==> src/hdl/modbus_write_frame_builder_macros.svh <==
// assertion macros shared by the frame builder modules
`ifndef MODBUS_WRITE_FRAME_BUILDER_MACROS_SVH
`define MODBUS_WRITE_FRAME_BUILDER_MACROS_SVH

// condition implies consequence on the same edge, checked outside reset
`define MWFB_ASSERT_IMP(label, ante, cons, msg) \
	label: assert property (@(posedge clk) disable iff (!arst_n) (ante) |-> (cons)) \
		else $error(msg);

// condition must never hold, checked outside reset
`define MWFB_ASSERT_NEVER(label, cond, msg) \
	label: assert property (@(posedge clk) disable iff (!arst_n) !(cond)) \
		else $error(msg);

`endif

==> src/hdl/mwfb_pkg.sv <==
// types, constants and the crc step shared by the frame builder
`timescale 1ns / 1ps

package mwfb_pkg;

	// drive command codes
	typedef enum logic [2:0] {
		OP_LEFT_SPEED  = 3'd0,
		OP_VEL_MODE    = 3'd1,
		OP_STOP        = 3'd2,
		OP_ENABLE      = 3'd3,
		OP_CLEAR_ALARM = 3'd4
	} opcode_t;

	// frame byte positions in transmission order
	typedef enum logic [2:0] {
		BYTE_DEV     = 3'd0,
		BYTE_FUNC    = 3'd1,
		BYTE_ADDR_HI = 3'd2,
		BYTE_ADDR_LO = 3'd3,
		BYTE_VAL_HI  = 3'd4,
		BYTE_VAL_LO  = 3'd5,
		BYTE_CRC_LO  = 3'd6,
		BYTE_CRC_HI  = 3'd7
	} byte_sel_t;

	// configuration register indexes
	localparam int CFG_INDEX_W = 1;
	localparam int CFG_DATA_W  = 8;
	localparam logic [CFG_INDEX_W-1:0] CFG_DEVICE_ID    = 1'b0;
	localparam logic [CFG_INDEX_W-1:0] CFG_LEFT_REVERSE = 1'b1;
	localparam logic [7:0] DEVICE_ID_RESET = 8'h01;

	// frame constants
	localparam logic [7:0]  FUNC_WRITE_SINGLE = 8'h06;
	localparam logic [7:0]  REG_PAGE          = 8'h20;
	localparam logic [7:0]  ADDR_LO_SPEED     = 8'h88;
	localparam logic [7:0]  ADDR_LO_MODE      = 8'h0D;
	localparam logic [7:0]  ADDR_LO_CTRL      = 8'h0E;
	localparam logic [15:0] VAL_VEL_MODE      = 16'h0003;
	localparam logic [15:0] VAL_STOP          = 16'h0007;
	localparam logic [15:0] VAL_ENABLE        = 16'h0008;
	localparam logic [15:0] VAL_CLEAR_ALARM   = 16'h0006;
	localparam logic signed [15:0] SPEED_LIMIT = 16'sd2999;
	localparam logic [15:0] CRC_INIT          = 16'hFFFF;
	localparam logic [15:0] CRC_POLY          = 16'hA001;

	typedef struct packed {
		logic [7:0]  device_id;
		logic        left_reverse;
	} cfg_t;

	// one classified command waiting for serialization
	typedef struct packed {
		logic [7:0]  dev_id;
		logic [7:0]  addr_lo;
		logic [15:0] value;
	} frame_desc_t;

	// reflected crc-16 update over one byte
	function automatic logic [15:0] crc_byte(input logic [15:0] crc, input logic [7:0] data);
		logic [15:0] c;
		c = crc ^ {8'h00, data};
		for (int b = 0; b < 8; b++) begin
			c = c[0] ? ((c >> 1) ^ CRC_POLY) : (c >> 1);
		end
		return c;
	endfunction

endpackage

==> src/hdl/mwfb_cmd_if.sv <==
// command channel: opcode and left speed with valid/ready
`timescale 1ns / 1ps

interface mwfb_cmd_if;
	logic               valid;
	logic               ready;
	logic [2:0]         opcode;
	logic signed [15:0] left_speed;

	modport source (output valid, output opcode, output left_speed, input ready);
	modport sink (input valid, input opcode, input left_speed, output ready);
endinterface

==> src/hdl/mwfb_byte_if.sv <==
// byte channel: frame bytes with a last marker and valid/ready
`timescale 1ns / 1ps

interface mwfb_byte_if;
	logic       valid;
	logic       ready;
	logic [7:0] frame_byte;
	logic       last;

	modport source (output valid, output frame_byte, output last, input ready);
	modport sink (input valid, input frame_byte, input last, output ready);
endinterface

==> src/hdl/mwfb_front.sv <==
// front end: takes commands, drops unused codes, builds the register address and value
`timescale 1ns / 1ps

module mwfb_front (
	input  logic                 clk,
	input  logic                 arst_n,
	mwfb_cmd_if.sink             cmd,
	input  mwfb_pkg::cfg_t       cfg,
	output logic                 desc_valid,
	input  logic                 desc_ready,
	output mwfb_pkg::frame_desc_t desc
);

	logic                  v_s1;
	mwfb_pkg::frame_desc_t desc_s1;
	mwfb_pkg::frame_desc_t desc_d;
	logic                  known;
	logic                  accept;
	logic signed [15:0]    spd_raw;
	logic signed [15:0]    spd_sat;

	assign cmd.ready  = !v_s1 || desc_ready;
	assign accept     = cmd.valid && cmd.ready;
	assign desc_valid = v_s1;
	assign desc       = desc_s1;

	// optional negation with 16-bit wrap, then clamp to the speed limit
	always_comb begin
		spd_raw = cfg.left_reverse ? 16'(16'sd0 - cmd.left_speed) : cmd.left_speed;
		if (spd_raw > mwfb_pkg::SPEED_LIMIT) begin
			spd_sat = mwfb_pkg::SPEED_LIMIT;
		end else if (spd_raw < -mwfb_pkg::SPEED_LIMIT) begin
			spd_sat = 16'(-mwfb_pkg::SPEED_LIMIT);
		end else begin
			spd_sat = spd_raw;
		end
	end

	// classify the command into address low byte and value
	always_comb begin
		known          = 1'b1;
		desc_d.dev_id  = cfg.device_id;
		desc_d.addr_lo = mwfb_pkg::ADDR_LO_CTRL;
		desc_d.value   = mwfb_pkg::VAL_STOP;
		unique case (mwfb_pkg::opcode_t'(cmd.opcode))
			mwfb_pkg::OP_LEFT_SPEED: begin
				desc_d.addr_lo = mwfb_pkg::ADDR_LO_SPEED;
				desc_d.value   = spd_sat;
			end
			mwfb_pkg::OP_VEL_MODE: begin
				desc_d.addr_lo = mwfb_pkg::ADDR_LO_MODE;
				desc_d.value   = mwfb_pkg::VAL_VEL_MODE;
			end
			mwfb_pkg::OP_STOP: begin
				desc_d.value = mwfb_pkg::VAL_STOP;
			end
			mwfb_pkg::OP_ENABLE: begin
				desc_d.value = mwfb_pkg::VAL_ENABLE;
			end
			mwfb_pkg::OP_CLEAR_ALARM: begin
				desc_d.value = mwfb_pkg::VAL_CLEAR_ALARM;
			end
			default: begin
				known = 1'b0;
			end
		endcase
	end

	// stage valid: unused codes leave no entry
	always_ff @(posedge clk or negedge arst_n) begin
		if (!arst_n) begin
			v_s1 <= 1'b0;
		end else if (accept) begin
			v_s1 <= known;
		end else if (desc_ready) begin
			v_s1 <= 1'b0;
		end
	end

	// stage payload
	always_ff @(posedge clk) begin
		if (accept) begin
			desc_s1 <= desc_d;
		end
	end

endmodule

==> src/hdl/mwfb_queue.sv <==
// short first-in first-out queue of frame descriptors between front and back
`timescale 1ns / 1ps
`include "modbus_write_frame_builder_macros.svh"

module mwfb_queue #(
	parameter int DEPTH = 2
) (
	input  logic                  clk,
	input  logic                  arst_n,
	input  logic                  push_valid,
	output logic                  push_ready,
	input  mwfb_pkg::frame_desc_t push_data,
	output logic                  pop_valid,
	input  logic                  pop,
	output mwfb_pkg::frame_desc_t pop_data
);

	localparam int PTR_W = (DEPTH > 1) ? $clog2(DEPTH) : 1;
	localparam int CNT_W = $clog2(DEPTH + 1);

	mwfb_pkg::frame_desc_t mem_q [DEPTH];
	logic [PTR_W-1:0]      wr_ptr_q;
	logic [PTR_W-1:0]      rd_ptr_q;
	logic [CNT_W-1:0]      cnt_q;
	logic                  push;

	assign push_ready = cnt_q != CNT_W'(DEPTH);
	assign pop_valid  = cnt_q != '0;
	assign push       = push_valid && push_ready;
	assign pop_data   = mem_q[rd_ptr_q];

	// entry storage
	always_ff @(posedge clk) begin
		if (push) begin
			mem_q[wr_ptr_q] <= push_data;
		end
	end

	// pointers and fill count
	always_ff @(posedge clk or negedge arst_n) begin
		if (!arst_n) begin
			wr_ptr_q <= '0;
			rd_ptr_q <= '0;
			cnt_q    <= '0;
		end else begin
			if (push) begin
				wr_ptr_q <= (wr_ptr_q == PTR_W'(DEPTH - 1)) ? '0 : PTR_W'(wr_ptr_q + 1'b1);
			end
			if (pop) begin
				rd_ptr_q <= (rd_ptr_q == PTR_W'(DEPTH - 1)) ? '0 : PTR_W'(rd_ptr_q + 1'b1);
			end
			unique case ({push, pop})
				2'b10:   cnt_q <= CNT_W'(cnt_q + 1'b1);
				2'b01:   cnt_q <= CNT_W'(cnt_q - 1'b1);
				default: cnt_q <= cnt_q;
			endcase
		end
	end

	`MWFB_ASSERT_NEVER(a_cnt_bound, cnt_q > CNT_W'(DEPTH), "queue count above depth")
	`MWFB_ASSERT_IMP(a_pop_nonempty, pop, cnt_q != '0, "pop from empty queue")

endmodule

==> src/hdl/mwfb_back.sv <==
// back end: serializes one descriptor into eight frame bytes with a running crc
`timescale 1ns / 1ps
`include "modbus_write_frame_builder_macros.svh"

module mwfb_back (
	input  logic                  clk,
	input  logic                  arst_n,
	input  logic                  desc_valid,
	input  mwfb_pkg::frame_desc_t desc,
	output logic                  desc_pop,
	mwfb_byte_if.source           frame
);

	mwfb_pkg::byte_sel_t idx_q;
	logic [15:0]         crc_q;
	logic                out_v_q;
	logic [7:0]          byte_q;
	logic                last_q;
	logic                adv;
	logic [7:0]          byte_d;
	logic [15:0]         crc_base;
	logic [15:0]         crc_next;

	assign adv         = desc_valid && (!out_v_q || frame.ready);
	assign desc_pop    = adv && (idx_q == mwfb_pkg::BYTE_CRC_HI);
	assign frame.valid = out_v_q;
	assign frame.frame_byte = byte_q;
	assign frame.last  = last_q;

	// pick the byte for the current position
	always_comb begin
		unique case (idx_q)
			mwfb_pkg::BYTE_DEV:     byte_d = desc.dev_id;
			mwfb_pkg::BYTE_FUNC:    byte_d = mwfb_pkg::FUNC_WRITE_SINGLE;
			mwfb_pkg::BYTE_ADDR_HI: byte_d = mwfb_pkg::REG_PAGE;
			mwfb_pkg::BYTE_ADDR_LO: byte_d = desc.addr_lo;
			mwfb_pkg::BYTE_VAL_HI:  byte_d = desc.value[15:8];
			mwfb_pkg::BYTE_VAL_LO:  byte_d = desc.value[7:0];
			mwfb_pkg::BYTE_CRC_LO:  byte_d = crc_q[7:0];
			mwfb_pkg::BYTE_CRC_HI:  byte_d = crc_q[15:8];
		endcase
	end

	// running crc, seeded on the first byte
	assign crc_base = (idx_q == mwfb_pkg::BYTE_DEV) ? mwfb_pkg::CRC_INIT : crc_q;
	assign crc_next = mwfb_pkg::crc_byte(crc_base, byte_d);

	// position counter and output valid
	always_ff @(posedge clk or negedge arst_n) begin
		if (!arst_n) begin
			idx_q   <= mwfb_pkg::BYTE_DEV;
			out_v_q <= 1'b0;
		end else if (adv) begin
			idx_q   <= mwfb_pkg::byte_sel_t'(idx_q + 3'd1);
			out_v_q <= 1'b1;
		end else if (frame.ready) begin
			out_v_q <= 1'b0;
		end
	end

	// output byte and crc accumulator
	always_ff @(posedge clk) begin
		if (adv) begin
			byte_q <= byte_d;
			last_q <= idx_q == mwfb_pkg::BYTE_CRC_HI;
			if (idx_q < mwfb_pkg::BYTE_CRC_LO) begin
				crc_q <= crc_next;
			end
		end
	end

	`MWFB_ASSERT_IMP(a_mid_frame_desc, idx_q != mwfb_pkg::BYTE_DEV, desc_valid,
		"descriptor lost in the middle of a frame")
	`MWFB_ASSERT_IMP(a_last_wraps, out_v_q && last_q, idx_q == mwfb_pkg::BYTE_DEV,
		"last byte shown while position not back at start")

endmodule

==> src/hdl/modbus_write_frame_builder.sv <==
// top level: modbus rtu write-single-register frame builder
//
//  channel  dir  transfer          payload
//  cmd      in   valid && ready    opcode[2:0], left_speed[15:0] signed
//  frame    out  valid && ready    frame_byte[7:0], last
//  cfg      in   cfg_we            cfg_index[0:0], cfg_data[7:0]
//
// each valid command yields eight bytes, one per cycle while frame is ready, so the
// byte-serial back end sets the sustained command rate; unused codes produce no bytes
// a command passes the front stage register, then the queue write, then the output
// reg before its first byte is valid
// commands keep transferring each cycle while the descriptor queue has room
// reset sets device_id to 1 and left_reverse to 0; there is no clearing pass
// a stall on frame holds the output register and backs up into the queue and cmd
`timescale 1ns / 1ps

module modbus_write_frame_builder #(
	parameter int QUEUE_DEPTH = 2
) (
	input  logic                               clk,
	input  logic                               arst_n,
	input  logic                               cfg_we,
	input  logic [mwfb_pkg::CFG_INDEX_W-1:0]   cfg_index,
	input  logic [mwfb_pkg::CFG_DATA_W-1:0]    cfg_data,
	mwfb_cmd_if.sink                           cmd,
	mwfb_byte_if.source                        frame
);

	mwfb_pkg::cfg_t        cfg_q;
	logic                  f_valid;
	logic                  f_ready;
	mwfb_pkg::frame_desc_t f_desc;
	logic                  q_valid;
	logic                  q_pop;
	mwfb_pkg::frame_desc_t q_desc;

	// configuration registers
	always_ff @(posedge clk or negedge arst_n) begin
		if (!arst_n) begin
			cfg_q.device_id    <= mwfb_pkg::DEVICE_ID_RESET;
			cfg_q.left_reverse <= 1'b0;
		end else if (cfg_we) begin
			unique case (cfg_index)
				mwfb_pkg::CFG_DEVICE_ID:    cfg_q.device_id    <= cfg_data;
				mwfb_pkg::CFG_LEFT_REVERSE: cfg_q.left_reverse <= cfg_data[0];
			endcase
		end
	end

	// command classification
	mwfb_front u_front (
		.clk        (clk),
		.arst_n     (arst_n),
		.cmd        (cmd),
		.cfg        (cfg_q),
		.desc_valid (f_valid),
		.desc_ready (f_ready),
		.desc       (f_desc)
	);

	// decoupling queue
	mwfb_queue #(
		.DEPTH (QUEUE_DEPTH)
	) u_queue (
		.clk        (clk),
		.arst_n     (arst_n),
		.push_valid (f_valid),
		.push_ready (f_ready),
		.push_data  (f_desc),
		.pop_valid  (q_valid),
		.pop        (q_pop),
		.pop_data   (q_desc)
	);

	// byte serializer
	mwfb_back u_back (
		.clk        (clk),
		.arst_n     (arst_n),
		.desc_valid (q_valid),
		.desc       (q_desc),
		.desc_pop   (q_pop),
		.frame      (frame)
	);

endmodule

==> src/flat_wrapper.sv <==
// flat-port wrapper written by rule: the top's interface ports become plain ports
module modbus_write_frame_builder_flat 
#(
	parameter int QUEUE_DEPTH = 2
)
  (clk, arst_n, cfg_we, cfg_index, cfg_data, cmd_valid, cmd_opcode, cmd_left_speed, cmd_ready, frame_valid, frame_frame_byte, frame_last, frame_ready);
  mwfb_cmd_if cmd_i ();
  mwfb_byte_if frame_i ();
  input  logic clk;
  input  logic arst_n;
  input  logic cfg_we;
  input  logic [mwfb_pkg::CFG_INDEX_W-1:0] cfg_index;
  input  logic [mwfb_pkg::CFG_DATA_W-1:0] cfg_data;
  input wire logic [$bits(cmd_i.valid)-1:0] cmd_valid;
  input wire logic [$bits(cmd_i.opcode)-1:0] cmd_opcode;
  input wire logic [$bits(cmd_i.left_speed)-1:0] cmd_left_speed;
  output wire logic [$bits(cmd_i.ready)-1:0] cmd_ready;
  output wire logic [$bits(frame_i.valid)-1:0] frame_valid;
  output wire logic [$bits(frame_i.frame_byte)-1:0] frame_frame_byte;
  output wire logic [$bits(frame_i.last)-1:0] frame_last;
  input wire logic [$bits(frame_i.ready)-1:0] frame_ready;
  assign cmd_i.valid = cmd_valid;
  assign cmd_i.opcode = cmd_opcode;
  assign cmd_i.left_speed = cmd_left_speed;
  assign cmd_ready = cmd_i.ready;
  assign frame_valid = frame_i.valid;
  assign frame_frame_byte = frame_i.frame_byte;
  assign frame_last = frame_i.last;
  assign frame_i.ready = frame_ready;
  modbus_write_frame_builder #(.QUEUE_DEPTH(QUEUE_DEPTH)) u_core (.clk(clk), .arst_n(arst_n), .cfg_we(cfg_we), .cfg_index(cfg_index), .cfg_data(cfg_data), .cmd(cmd_i), .frame(frame_i));
endmodule
==> config.mk <==
export PLATFORM = sky130hd
export DESIGN_NAME = modbus_write_frame_builder_flat
export DESIGN_NICKNAME = d
export VERILOG_FILES = /design/src/hdl/mwfb_pkg.sv /design/src/hdl/mwfb_cmd_if.sv /design/src/hdl/mwfb_byte_if.sv /design/src/hdl/mwfb_front.sv /design/src/hdl/mwfb_queue.sv /design/src/hdl/mwfb_back.sv /design/src/hdl/modbus_write_frame_builder.sv /design/src/flat_wrapper.sv
export VERILOG_INCLUDE_DIRS = /design/src /design/src/hdl
export SDC_FILE = /design/constraint.sdc
export NUM_CORES = 1
export LEC_CHECK = 0
export ABC_AREA = 1
export BUFFER_PORTS_ARGS = -buffer_cell sky130_fd_sc_hd__buf_2
export CAP_MARGIN = 5
export CORE_UTILIZATION = 45
export DETAILED_ROUTE_END_ITERATION = 10
export SYNTH_ARGS = -nofsm -noshare
export SYNTH_HDL_FRONTEND = slang
export SYNTH_SLANG_ARGS = --single-unit
==> constraint.sdc <==
create_clock -name clk -period 3.6 [get_ports clk]
set_input_delay 0.72 -clock clk [delete_from_list [all_inputs] [get_ports clk]]
set_output_delay 0.72 -clock clk [all_outputs]
set_load 0.01 [all_outputs]
* Word-level counts from Yosys, hierarchy flattened
Memory sizes are Yosys's and may differ from the RTL's.
Cells that the tools add are included.
** Word-level totals
- Register bits :: 75
- RAM bits :: 64
- Word-level logic and storage cells :: 92
- Memories :: 1
** Operators by class
- Add/sub/neg operators :: 6
- Magnitude comparators :: 3
- Eq/ne operators :: 14
- Mux-type cells :: 25
- Bitwise operators :: 10
- Reductions and logical operators :: 18
** Memory list
- u_core.u_queue.mem_q :: words 2, bits a word 32, read ports 1, clocked after Yosys merged registers in 0, write ports 1, RTL line mwfb_queue.sv:21 : mwfb_pkg::frame_desc_t mem_q [DEPTH];
** Operator list (number)
- 2-to-1 mux 16 bit :: 11
- case mux 16 bit (4 select lines) :: 1
- case mux 8 bit (8 select lines) :: 1
- inverter 2 -> 3 bit :: 8
- > comparator 16 x 13 -> 1 bit (second input constant) :: 1
- < comparator 16 x 13 -> 1 bit (second input constant) :: 1
- case mux 8 bit (2 select lines) :: 1
- subtractor 1 x 16 -> 16 bit (first input constant) :: 1
- XOR 16 x 8 -> 16 bit :: 1
- equality test 3 bit (second input constant) :: 5
- 2-to-1 mux 14 bit :: 1
- equality test 3 x 2 -> 1 bit (second input constant) :: 4
- 2-to-1 mux 1 bit :: 9
- nonzero test 2 bit :: 4
- equality test 3 x 1 -> 1 bit (second input constant) :: 2
- zero test 3 bit :: 2
- AND reduction 2 bit :: 3
- OR reduction 5 bit :: 1
- logical AND 1 bit :: 4
- case mux 2 bit (2 select lines) :: 1
- adder 3 x 1 -> 3 bit (second input constant) :: 1
- < comparator 3 bit (second input constant) :: 1
- adder 1 bit (second input constant) :: 2
- adder 2 x 1 -> 2 bit (second input constant) :: 1
- other kinds (7) :: 9

* Longest topological paths before layout
Gate-level depths: netlist of the first run.
- Depth after elaboration :: 19
- Gate-level depth with buffers :: 22
- Depth with buffers taken out :: 22

* Cells and area by module
Synthesis of the first run repeated with hierarchy kept, for this count alone.
** Second synthesis, totals
- Cell total of the unflattened synthesis :: 763
- Area, all modules :: 7128.1 µm²
** Modules (own cells, without submodules)
- mwfb_queue :: instances 1, cells an instance 192, area an instance 2727.6 µm², sequential area each 2021.9 µm²
- mwfb_back :: instances 1, cells an instance 264, area an instance 2042.0 µm², sequential area each 850.8 µm²
- mwfb_front :: instances 1, cells an instance 267, area an instance 1989.4 µm², sequential area each 865.8 µm²
- modbus_write_frame_builder :: instances 1, cells an instance 40, area an instance 369.1 µm², sequential area each 226.5 µm²

* Worst setup path before layout of the first run
Ideal clock, no wire load.
- Kind :: input to register
- From :: input port cmd_left_speed[1]
- To :: register u_core.u_front.desc_s1, in the netlist u_core.u_front.desc[2], data pin
- Library setup time :: 0.263 ns
- Arrival time :: 2.637 ns
- Data required time :: 3.337 ns
- Path slack :: 0.699 ns
- Stages on the path :: 17
- Buffers on the path :: 0
- Cell sequence :: inv_1 > ha_1 > nand4_1 > nor2_2 > nand2_1 > nand2_1 > o21ai_0 > inv_1 > nand2_1 > nand2_1 > nand3_1 > nor2_1 > o21ai_0 > ha_1 > clkinv_1 > nand3_1 > a31oi_1
** RTL lines
- start, declared :: RTL line flat_wrapper.sv:16 : input wire logic [$bits(cmd_i.left_speed)-1:0] cmd_left_speed;
- end signal, assigned :: RTL line mwfb_front.sv:83 : desc_s1 <= desc_d;
- end, declared :: RTL line mwfb_front.sv:15 : mwfb_pkg::frame_desc_t desc_s1;

==> run_results.csv, run 1 <==
group,metric,value,unit
synthesis,synth_area,6120,µm²
setup_path,cp_top_family,"simple AND/OR/NAND/NOR gates",
die,start_util,46.2,%
setup_path,worstSetupPathType,"input pin to flip-flop",
synthesis,synth_cell_types,39,
setup_path,start_kind,"input pin",
synthesis,synth-edff-count,109,
timing,max_freq,0.344,GHz
setup_path,worstPathMaxFanout,10,
timing,clock_skew,0.00786,ns
route,postRouteAntennaNets,0,
power_and_ir_drop,leakage,3.20,nW
grt,grt_antenna_before_repair,0,
status,status,"finished clean",
synthesis,synth-main-ff-cell,"edfxtp_1",
setup_path,path_common_cell,"nand2_1",
place,gp_congestion,0.866,
die,row_count,42,
setup_path,path_cells,"buf_2 -> inv_1 -> ha_1 -> nand4_1 -> nor2_2 -> nand2_1 -> nand2_1 -> o21ai_0 -> inv_1 -> nand2_1 -> nand2_1 -> nand3_1 -> nor2_1 -> o21ai_0 -> ha_1 -> clkinv_1 -> nand3_1 -> a31oi_1",
clocking,cts_root_buffer,"clkbuf_16",
die,fp.dieArea,14100,µm²
clocking,clock_latency,0.42,ns
synthesis,synthCells,618,
route,wl_per_cell,13.6,µm
clocking,post_cts.repair.setup_buffers,0,
route,dr.pass1.iters,4,
setup_path,critical_path_buf_inv_count,4,
synthesis,syn-num-nets,660,
die,io_pins,44,
timing,drv_slew,0,
grt,grt_max_degree,30,
power_and_ir_drop,p_sw,2.65,mW
synthesis,synthXorXnorAreaFrac,3.27,%
job,max-cap-violations,0,
timing,maxSlewHeadroom,31.8,%
clocking,h-tree-depth,4,
power_and_ir_drop,pwr-share-seq,36.5,%
worst_hold_path,hold_path.class,"input pin to asynchronous set/reset pin",
power_and_ir_drop,p_per_area,955,nW/µm²
layout,fillCellCount,1211,
timing,setup_ws,0.691,ns
route,wl,11.8,mm
route,drt_iter0_markers,312,
power_and_ir_drop,ir_drop,0.436,mV
timing,setup_viol,0,
setup_path,cpPeakStageDelay,0.41,ns
synthesis,synth_seq_cells,127,
power_and_ir_drop,internal_power,4.13,mW
synthesis,ys_seq_area_share,60.8,%
layout,final_core_util,53.7,%
route,vias,4210,
layout,drive_gt1_share,17.7,%
setup_path,critPathSlowestCell,"ha_1",
synthesis,synth_top_family_by_area,"simple AND/OR/NAND/NOR gates",
power_and_ir_drop,power_frac_comb,39.2,%
clocking,clock-sinks,127,
place,hpwl,8.52,mm
layout,antenna_cells,0,
timing,rsz0062_at_grt,"false",
clocking,cts_resized,0,
synthesis,synth_compound_area_share,4.78,%
die,die_h,119,µm
power_and_ir_drop,clkPwrFrac,24.3,%
timing,tightest_slew,1.02,ns
grt,grt_pass1_vias,4164,
synthesis,synth_fa_ha_area_share,1.84,%
clocking,cts_tree,"built",
layout,mostFrequentLayoutCell,"nand2_1",
setup_path,arrival,3.07,ns
place,io_buffers,43,
grt,track_usage,18.4,%
die,core,13200,µm²
die,die_x,119,µm
clocking,clk_path_buf_depth,2,
synthesis,yosys.area_share.simple,21.6,%
clocking,numCtsBuffers,17,
layout,layout_common_cells,"nand2_1 (182), edfxtp_1 (109), inv_1 (79)",
layout,fin_nets,718,
route,vias_per_cell,4.87,
timing,fin_crit_sh,80.8,%
timing,hold_viol_final,0,
synthesis,synthMuxAreaShare,1.29,%
layout,area_growth,16.1,%
synthesis,ys_warn_count,0,
power_and_ir_drop,switching_share,39.1,%
synthesis,async_reset_ff_share,14.2,%
clocking,cts_hold_buffers,0,
route,drc_errors,0,
synthesis,syn_area_per_cell,9.91,µm²
timing,fin_setup_tns,0,ns
grt,overflow,0,
grt,grt_pass1_wl,19.7,mm
timing,fin_crit,2.91,ns
setup_path,crit_required,3.76,ns
place,pre_cts_ws,0.250,ns
setup_path,cp-end-kind,"flip-flop",
clocking,clkSlewWorstSetupHoldPaths,0.06,ns
==> state kept, by name, indices dropped and copies added (netlist names), 2 cells and up <==
register,flops
u_core.u_back.frame.frame_byte,8
u_core.u_queue.cnt_q,2
u_core.u_front.desc,28
u_core.u_back.idx_q,3
u_core.u_back.crc_q,16
u_core.u_queue.mem_q,56
u_core.cfg_q,9
==> synth_stat cells (3+ instances only) <==
| library cell | n | area share, % |
|---|---|---|
| nand2_1 | 182 | 11 |
| edfxtp_1 | 109 | 53 |
| inv_1 | 79 | 4.8 |
| nor2_1 | 49 | 3.0 |
| nand3_1 | 43 | 3.5 |
| a21oi_1 | 22 | 1.8 |
| dfrtp_1 | 17 | 6.9 |
| o21ai_0 | 16 | 1.3 |
| xor2_1 | 16 | 2.3 |
| ha_1 | 9 | 1.8 |
| mux2_2 | 7 | 1.3 |
| nand2_2 | 7 | 0.72 |
| or2_2 | 6 | 0.61 |
| inv_2 | 5 | 0.31 |
| nand3b_1 | 5 | 0.61 |
| xnor2_1 | 5 | 0.72 |
| o21ai_2 | 4 | 0.57 |
| a31oi_1 | 3 | 0.31 |
| buf_2 | 3 | 0.25 |
| buf_6 | 3 | 0.55 |
| nand2_4 | 3 | 0.55 |
| nand4_1 | 3 | 0.31 |
==> per-stage QoR <==
stage,instances,hold slack (ns),instance area (µm²),total power [mW]
floorplan,618,0.419,6120,4.51
global placement,833,0.427,6530,5.10
detailed placement,833,0.432,6530,5.17
CTS,865,0.221,7110,6.85
global route,865,0.233,7110,7.29
finish,865,0.224,7110,6.79
==> cell families after synthesis <==
kind of cell	count (synthesis)
muxes	7
buffers and inverters	95
xor gates and xnor gates	22
adders and majority gates	9
and+or+nand+nor	307
AOI/OAI and AO/OA	51
DFF	127
==> metal layers <==
metal | share of wire (%) | up-vias | GRT usage [%] | wire length [µm]
li1 | - | 2149 | - | -
met5 | 0 | - | 0 | 0
met2 | 47 | 107 | 29.2 | 5550
met1 | 45 | 1929 | 22.6 | 5240
met3 | 4.6 | 25 | 5.60 | 538
met4 | 3.7 | 0 | 9.97 | 432
==> power by group through the flow <==
stage / Sequential (mW) / Clock [mW] / Combinational [mW]
after floorplan: 2.47 / 0 / 2.04
after CTS: 2.48 / 1.68 / 2.69
final: 2.48 / 1.65 / 2.66
after global placement: 2.49 / 0 / 2.61
after global routing: 2.52 / 1.74 / 3.04
after detailed placement: 2.50 / 0 / 2.67
==> area by class of cell <==
cell class,count,area (µm²),share of cell area [%]
inverter,86,324,4.56
tap,176,220,3.10
timing repair buffer,48,253,3.56
clock buffer,18,429,6.04
clock inverter,14,145,2.04
multi-input combinational,396,2010,28.3
sequential,127,3720,52.4
==> worst paths after layout <==
check	startpoint	to	slack, ns	cells after the start
worst min register to register	u_core.u_front.desc[28]	u_core.u_queue.mem_q[0][28]	0.44	0
max in group asynchronous	arst_n	u_core.cfg_q[1]	3.05	1
worst max register to register	u_core.u_back.idx_q[1]	u_core.u_back.crc_q[0]	0.86	16
worst max-delay path	cmd_left_speed[1]	u_core.u_front.desc[2]	0.69	18
min in group clk	u_core.u_front.desc[28]	u_core.u_queue.mem_q[0][28]	0.44	0
worst min-delay path	arst_n	u_core.u_back.idx_q[2]	0.22	1
(Power assumes the default switching activity.)
==> run 2, diff against run 1 <==
clock period = 2.6 ns   (was 3.6 ns; I/O delays follow)
==> run 2 against run 1 <==
Largest cell class unchanged. Count of clock-buffer cells in the layout rose by 1. Global-route usage rose by 0.40 points. Core utilization rose by 5.2 points. Sequential share of layout area fell by 4.6 points. Register-to-register slack got worse by 0.71 ns. Die area did not move. Combinational power rose by 74%. Non-clock buffer count rose by 61. Routed wire length rose by 7.5%. Critical path type is now flip-flop to flip-flop. Worst setup slack got worse by 0.54 ns.
==> run_results.csv, run 2 (synthesis results as in run 1) <==
group,metric,value,unit
status,status,"finished clean",
clocking,clock-sinks,127,
setup_path,reg2reg_slack,0.15,ns
place,gp_congestion,0.872,
timing,fin_setup_tns,0,ns
setup_path,cp-end-kind,"flip-flop",
grt,grt_pass1_wl,20.3,mm
layout,drive_gt1_share,29.3,%
clocking,cts_hold_buffers,0,
job,max-cap-violations,0,
route,postRouteAntennaNets,0,
die,die_x,119,µm
route,vias_per_cell,4.87,
place,pre_cts_ws,-0.337,ns
power_and_ir_drop,internal_power,6.40,mW
setup_path,start_kind,"flip-flop",
timing,fin_crit_sh,94.4,%
power_and_ir_drop,p_per_area,1330,nW/µm²
route,drc_errors,0,
layout,antenna_cells,0,
timing,tightest_slew,0.630,ns
timing,setup_ws,0.147,ns
grt,overflow,0,
setup_path,regToRegStartpoint,"u_core.u_back.idx_q[0]",
timing,maxSlewHeadroom,57.6,%
clocking,h-tree-depth,4,
power_and_ir_drop,switching_share,38.2,%
power_and_ir_drop,ir_drop,0.570,mV
setup_path,cp-endpoint,"u_core.u_back.crc_q[0]",
layout,fin_nets,781,
power_and_ir_drop,leakage,3.50,nW
power_and_ir_drop,pwr-share-seq,33.4,%
clocking,numCtsBuffers,17,
die,start_util,46.2,%
setup_path,worstPathMaxFanout,4,
die,io_pins,44,
timing,hold_viol_final,0,
power_and_ir_drop,clkPwrFrac,21.8,%
grt,track_usage,18.8,%
setup_path,r2r_cells,20,
worst_hold_path,hold_path.class,"input pin to asynchronous set/reset pin",
power_and_ir_drop,p_sw,3.95,mW
route,vias,4523,
layout,regArea,3730,µm²
route,wl,12.6,mm
die,die_h,119,µm
place,io_buffers,43,
layout,area_growth,27.4,%
layout,multi_input_area,2200,µm²
timing,fin_crit,2.45,ns
timing,clock_skew,0.00816,ns
timing,setup_viol,0,
setup_path,crit_required,2.77,ns
layout,mostFrequentLayoutCell,"nand2_1",
timing,max_freq,0.408,GHz
timing,drv_slew,0,
clocking,cts_tree,"built",
layout,regMostFlops,"u_core.u_queue.mem_q",
layout,fillCellCount,1135,
die,core,13200,µm²
place,hpwl,8.96,mm
route,wl_per_cell,13.6,µm
clocking,clock_latency,0.41,ns
layout,layout_common_cells,"nand2_1 (176), edfxtp_1 (109), inv_1 (74)",
power_and_ir_drop,power_frac_comb,44.8,%
grt,grt_antenna_before_repair,0,
layout,largest_register_ffs,56,
setup_path,worstSetupPathType,"flip-flop to flip-flop",
grt,grt_max_degree,30,
clocking,clkSlewWorstSetupHoldPaths,0.06,ns
route,drt_iter0_markers,273,
timing,rsz0062_at_grt,"true",
setup_path,r2r_end,"u_core.u_back.crc_q[0]",
route,dr.pass1.iters,6,
grt,grt_pass1_vias,4279,
die,row_count,42,
clocking,cts_root_buffer,"clkbuf_16",
setup_path,arrival,2.62,ns
die,fp.dieArea,14100,µm²
setup_path,crit_start,"u_core.u_back.idx_q[0]",
clocking,clk_path_buf_depth,2,
==> run 2: cell count changes in the layout (fill, tap and decap cells not counted), sizes merged <==
cell      delta
buf         +61
clkbuf       +1
clkinvlp     +3
inv          -2
==> run 2: worst min-delay path by stage <==
| stage | startpoint | endpoint | slack, ns | depth (start not counted) |
|---|---|---|---|---|
| 4_1_cts | arst_n | u_core.u_back.idx_q[1] | 0.03 | 1 |
| 3_5_place_dp | u_core.cfg_q[7] | u_core.u_front.desc[30] | 0.43 | 0 |
| 2_1_floorplan | arst_n | u_core.cfg_q[0] | 0.22 | 0 |
| 5_1_grt | arst_n | u_core.u_queue.rd_ptr_q | 0.06 | 1 |
| 3_3_place_gp | u_core.u_front.desc[26] | u_core.u_queue.mem_q[1][26] | 0.42 | 0 |
| 6_report | arst_n | u_core.u_queue.wr_ptr_q | 0.03 | 1 |
==> run 2: cell type report <==
type / count / share of cell area, %
Clock buffer: 19 / 5.68
Sequential cell: 127 / 47.8
Clock inverter: 13 / 1.64
Timing Repair Buffer: 109 / 9.27
Inverter: 86 / 4.35
Multi-Input combinational cell: 396 / 28.2
Tap cell: 176 / 2.82
Timing Repair inverter: 2 / 0.193
==> run 2: what timing repair did <==
action	4_1_cts	5_1_grt
gates cloned	0	2
pin swaps	0	11
endpoints found under the setup margin	1	16
resized for setup	1	55
buffers inserted	0	10
==> run 2: critical path: stages, from the launching register on <==
cell,delay (ns)
dfrtp_2,0.45
inv_2,0.09
ha_4,0.18
nand2_2,0.13
clkinvlp_4,0.15
a21boi_2,0.15
nand2_2,0.08
nand2_2,0.08
nand2_1,0.07
nand2_2,0.10
nand2_2,0.07
nand2_2,0.08
nand2_1,0.05
nand2_1,0.10
inv_1,0.05
nand2_1,0.07
nand2_1,0.07
nand2_1,0.08
nand2_1,0.07
nand2_1,0.06
nand2_1,0.04
==> run 2: power by group through the flow <==
stage,clock network (mW),registers (mW),logic (mW)
floorplan,0,3.42,2.83
detailed placement,0,3.44,4.26
global placement,0,3.43,4.11
finish,2.26,3.46,4.63
global route,2.39,3.51,5.20
CTS,2.31,3.42,4.27
==> run 2: per-layer routing <==
layer  up-vias  GRT usage (%)  routed length, µm
met5         -              0                  0
met4         0           7.83                311
met3        17           5.16                478
met2       120           31.3               6220
met1      2114           23.2               5630
li1       2272              -                  -
==> run 2: metrics by stage <==
stage	area (µm²)	utilization, %	power, mW	cells	hold slack, ns
6_report	7800	58.9	10.3	928	0.0319
5_1_grt	7800	58.9	11.1	928	0.0581
4_1_cts	7490	56.6	9.99	916	0.0328
3_5_place_dp	6920	52.2	7.70	884	0.426
3_3_place_gp	6920	52.2	7.55	884	0.422
2_1_floorplan	6130	-	6.25	618	0.224
==> run 3, diff against run 2 <==
RECOVER_POWER = 25   (was unset)
==> run 3 against run 2 <==
Global-route usage stayed put. Combinational power about the same. Sequential share of layout area about the same. First-iteration DRC count is the same. Maximum frequency is the same. Power about the same. Worst setup slack is the same. Register-to-register slack is essentially flat.
==> run_results.csv, run 3 (synthesis results as in run 1) <==
group,metric,value,unit
status,status,"finished clean",
route,dr.pass1.iters,6,
layout,final_cells,928,
grt,grt_pass1_wl,20.3,mm
timing,fin_crit_sh,94.4,%
timing,fin_crit,2.45,ns
layout,final_cell_area,7800,µm²
grt,track_usage,18.8,%
setup_path,start_kind,"flip-flop",
clocking,clk_path_buf_depth,2,
die,die_h,119,µm
setup_path,r2r_end,"u_core.u_back.crc_q[0]",
layout,mostFrequentLayoutCell,"nand2_1",
power_and_ir_drop,p_total,10.3,mW
route,wl_per_cell,13.6,µm
power_and_ir_drop,leakage,3.49,nW
grt,grt_antenna_before_repair,0,
power_and_ir_drop,switching_share,38.2,%
clocking,h-tree-depth,4,
route,drt_iter0_markers,273,
die,row_count,42,
layout,antenna_cells,0,
route,drc_errors,0,
setup_path,arrival,2.62,ns
timing,drv_slew,0,
route,wl,12.6,mm
die,die_x,119,µm
clocking,cts_tree,"built",
route,vias,4523,
worst_hold_path,hold_path.class,"input pin to asynchronous set/reset pin",
grt,overflow,0,
power_and_ir_drop,ir_drop,0.570,mV
place,gp_congestion,0.872,
route,postRouteAntennaNets,0,
layout,regMostFlops,"u_core.u_queue.mem_q",
die,core,13200,µm²
timing,tightest_slew,0.960,ns
timing,setup_viol,0,
timing,setup_ws,0.147,ns
die,io_pins,44,
die,start_util,46.2,%
setup_path,worstSetupPathType,"flip-flop to flip-flop",
power_and_ir_drop,clkPwrFrac,21.8,%
timing,hold_viol_final,0,
setup_path,critPathSlowestCell,"dfrtp_2",
setup_path,crit_required,2.77,ns
clocking,clkSlewWorstSetupHoldPaths,0.06,ns
layout,layout_common_cells,"nand2_1 (176), edfxtp_1 (109), inv_1 (74)",
setup_path,cpPeakStageDelay,0.45,ns
clocking,clock_latency,0.41,ns
layout,fin_nets,781,
timing,fin_setup_tns,0,ns
timing,holdWs,0.238,ns
grt,grt_max_degree,30,
die,fp.dieArea,14100,µm²
power_and_ir_drop,internal_power,6.40,mW
grt,grt_pass1_vias,4279,
setup_path,path_common_cell,"nand2_1",
setup_path,r2r_cells,20,
power_and_ir_drop,power_frac_comb,44.8,%
clocking,cts_root_buffer,"clkbuf_16",
place,placed_cell_area,6920,µm²
timing,maxSlewHeadroom,36.0,%
clocking,numCtsBuffers,17,
power_and_ir_drop,p_per_area,1330,nW/µm²
job,max-cap-violations,0,
layout,drive_gt1_share,29.1,%
timing,clock_skew,0.00821,ns
setup_path,worstPathMaxFanout,4,
route,vias_per_cell,4.87,
place,hpwl,8.96,mm
layout,area_growth,27.3,%
layout,largest_register_ffs,56,
clocking,clock-sinks,127,
timing,rsz0062_at_grt,"true",
layout,final_core_util,58.9,%
setup_path,path_cells,"inv_2 -> ha_4 -> nand2_2 -> clkinvlp_4 -> a21boi_2 -> nand2_2 -> nand2_2 -> nand2_1 -> nand2_2 -> nand2_2 -> nand2_2 -> nand2_1 -> nand2_1 -> inv_1 -> nand2_1 -> nand2_1 -> nand2_1 -> nand2_1 -> nand2_1 -> nand2_1",
setup_path,regToRegStartpoint,"u_core.u_back.idx_q[0]",
power_and_ir_drop,pwr-share-seq,33.4,%
place,pre_cts_ws,-0.337,ns
power_and_ir_drop,p_sw,3.95,mW
setup_path,reg2reg_slack,0.15,ns
place,place_inst,884,
setup_path,cp-end-kind,"flip-flop",
timing,max_freq,0.408,GHz
place,io_buffers,43,
run 3: worst max-delay path by stage:
stage / from / end
2_1_floorplan: cmd_left_speed[1] / u_core.u_front.desc[2]
3_3_place_gp: cmd_left_speed[0] / u_core.u_front.desc[2]
3_5_place_dp: cmd_left_speed[0] / u_core.u_front.desc[2]
4_1_cts: u_core.u_back.idx_q[1] / u_core.u_back.crc_q[0]
5_1_grt: u_core.u_back.idx_q[0] / u_core.u_back.crc_q[0]
6_report: u_core.u_back.idx_q[0] / u_core.u_back.crc_q[0]
run 3: timing repair:
action / CTS / global route
pin swaps: 0 / 11
hold buffers: 0 / 0
endpoints found under the setup margin: 1 / 16
buffers inserted: 0 / 10
resized for setup: 1 / 55
endpoints found under the hold margin: 0 / 0
cloned: 0 / 2
run 3: layout make-up:
type / count / area (µm²)
inverters: 86 / 339
clock buffers: 19 / 443
well taps: 176 / 220
fillers: 1135 / 5450
repair buffers: 109 / 722
clock inverters: 13 / 128
multi-input cells: 396 / 2200
repair inverters: 2 / 15.0
flip-flops and latches: 127 / 3730
run 3: layer usage:
metal  share of wire [%]  track usage (%)  wire length, µm  up-vias
met2                  49             31.3             6220      120
met3                 3.8             5.16              478       17
met5                   0                0                0        -
li1                    -                -                -     2272
met4                 2.5             7.83              311        0
met1                  45             23.2             5630     2114
run 3: power groups by stage:
stage | Sequential, mW | Combinational (mW) | Clock [mW]
2_1_floorplan | 3.42 | 2.83 | 0
5_1_grt | 3.51 | 5.20 | 2.39
3_5_place_dp | 3.44 | 4.26 | 0
6_report | 3.46 | 4.63 | 2.26
4_1_cts | 3.42 | 4.27 | 2.31
3_3_place_gp | 3.43 | 4.11 | 0
run 3: critical path, delay by kind of cell (launching register included):
| kind | cells | cell delay, ns |
|---|---|---|
| AOI/OAI and AO/OA | 1 | 0.15 |
| adders and majority gates | 1 | 0.18 |
| buffers and inverters | 3 | 0.29 |
| DFF | 1 | 0.45 |
| and+or+nand+nor | 15 | 1.15 |
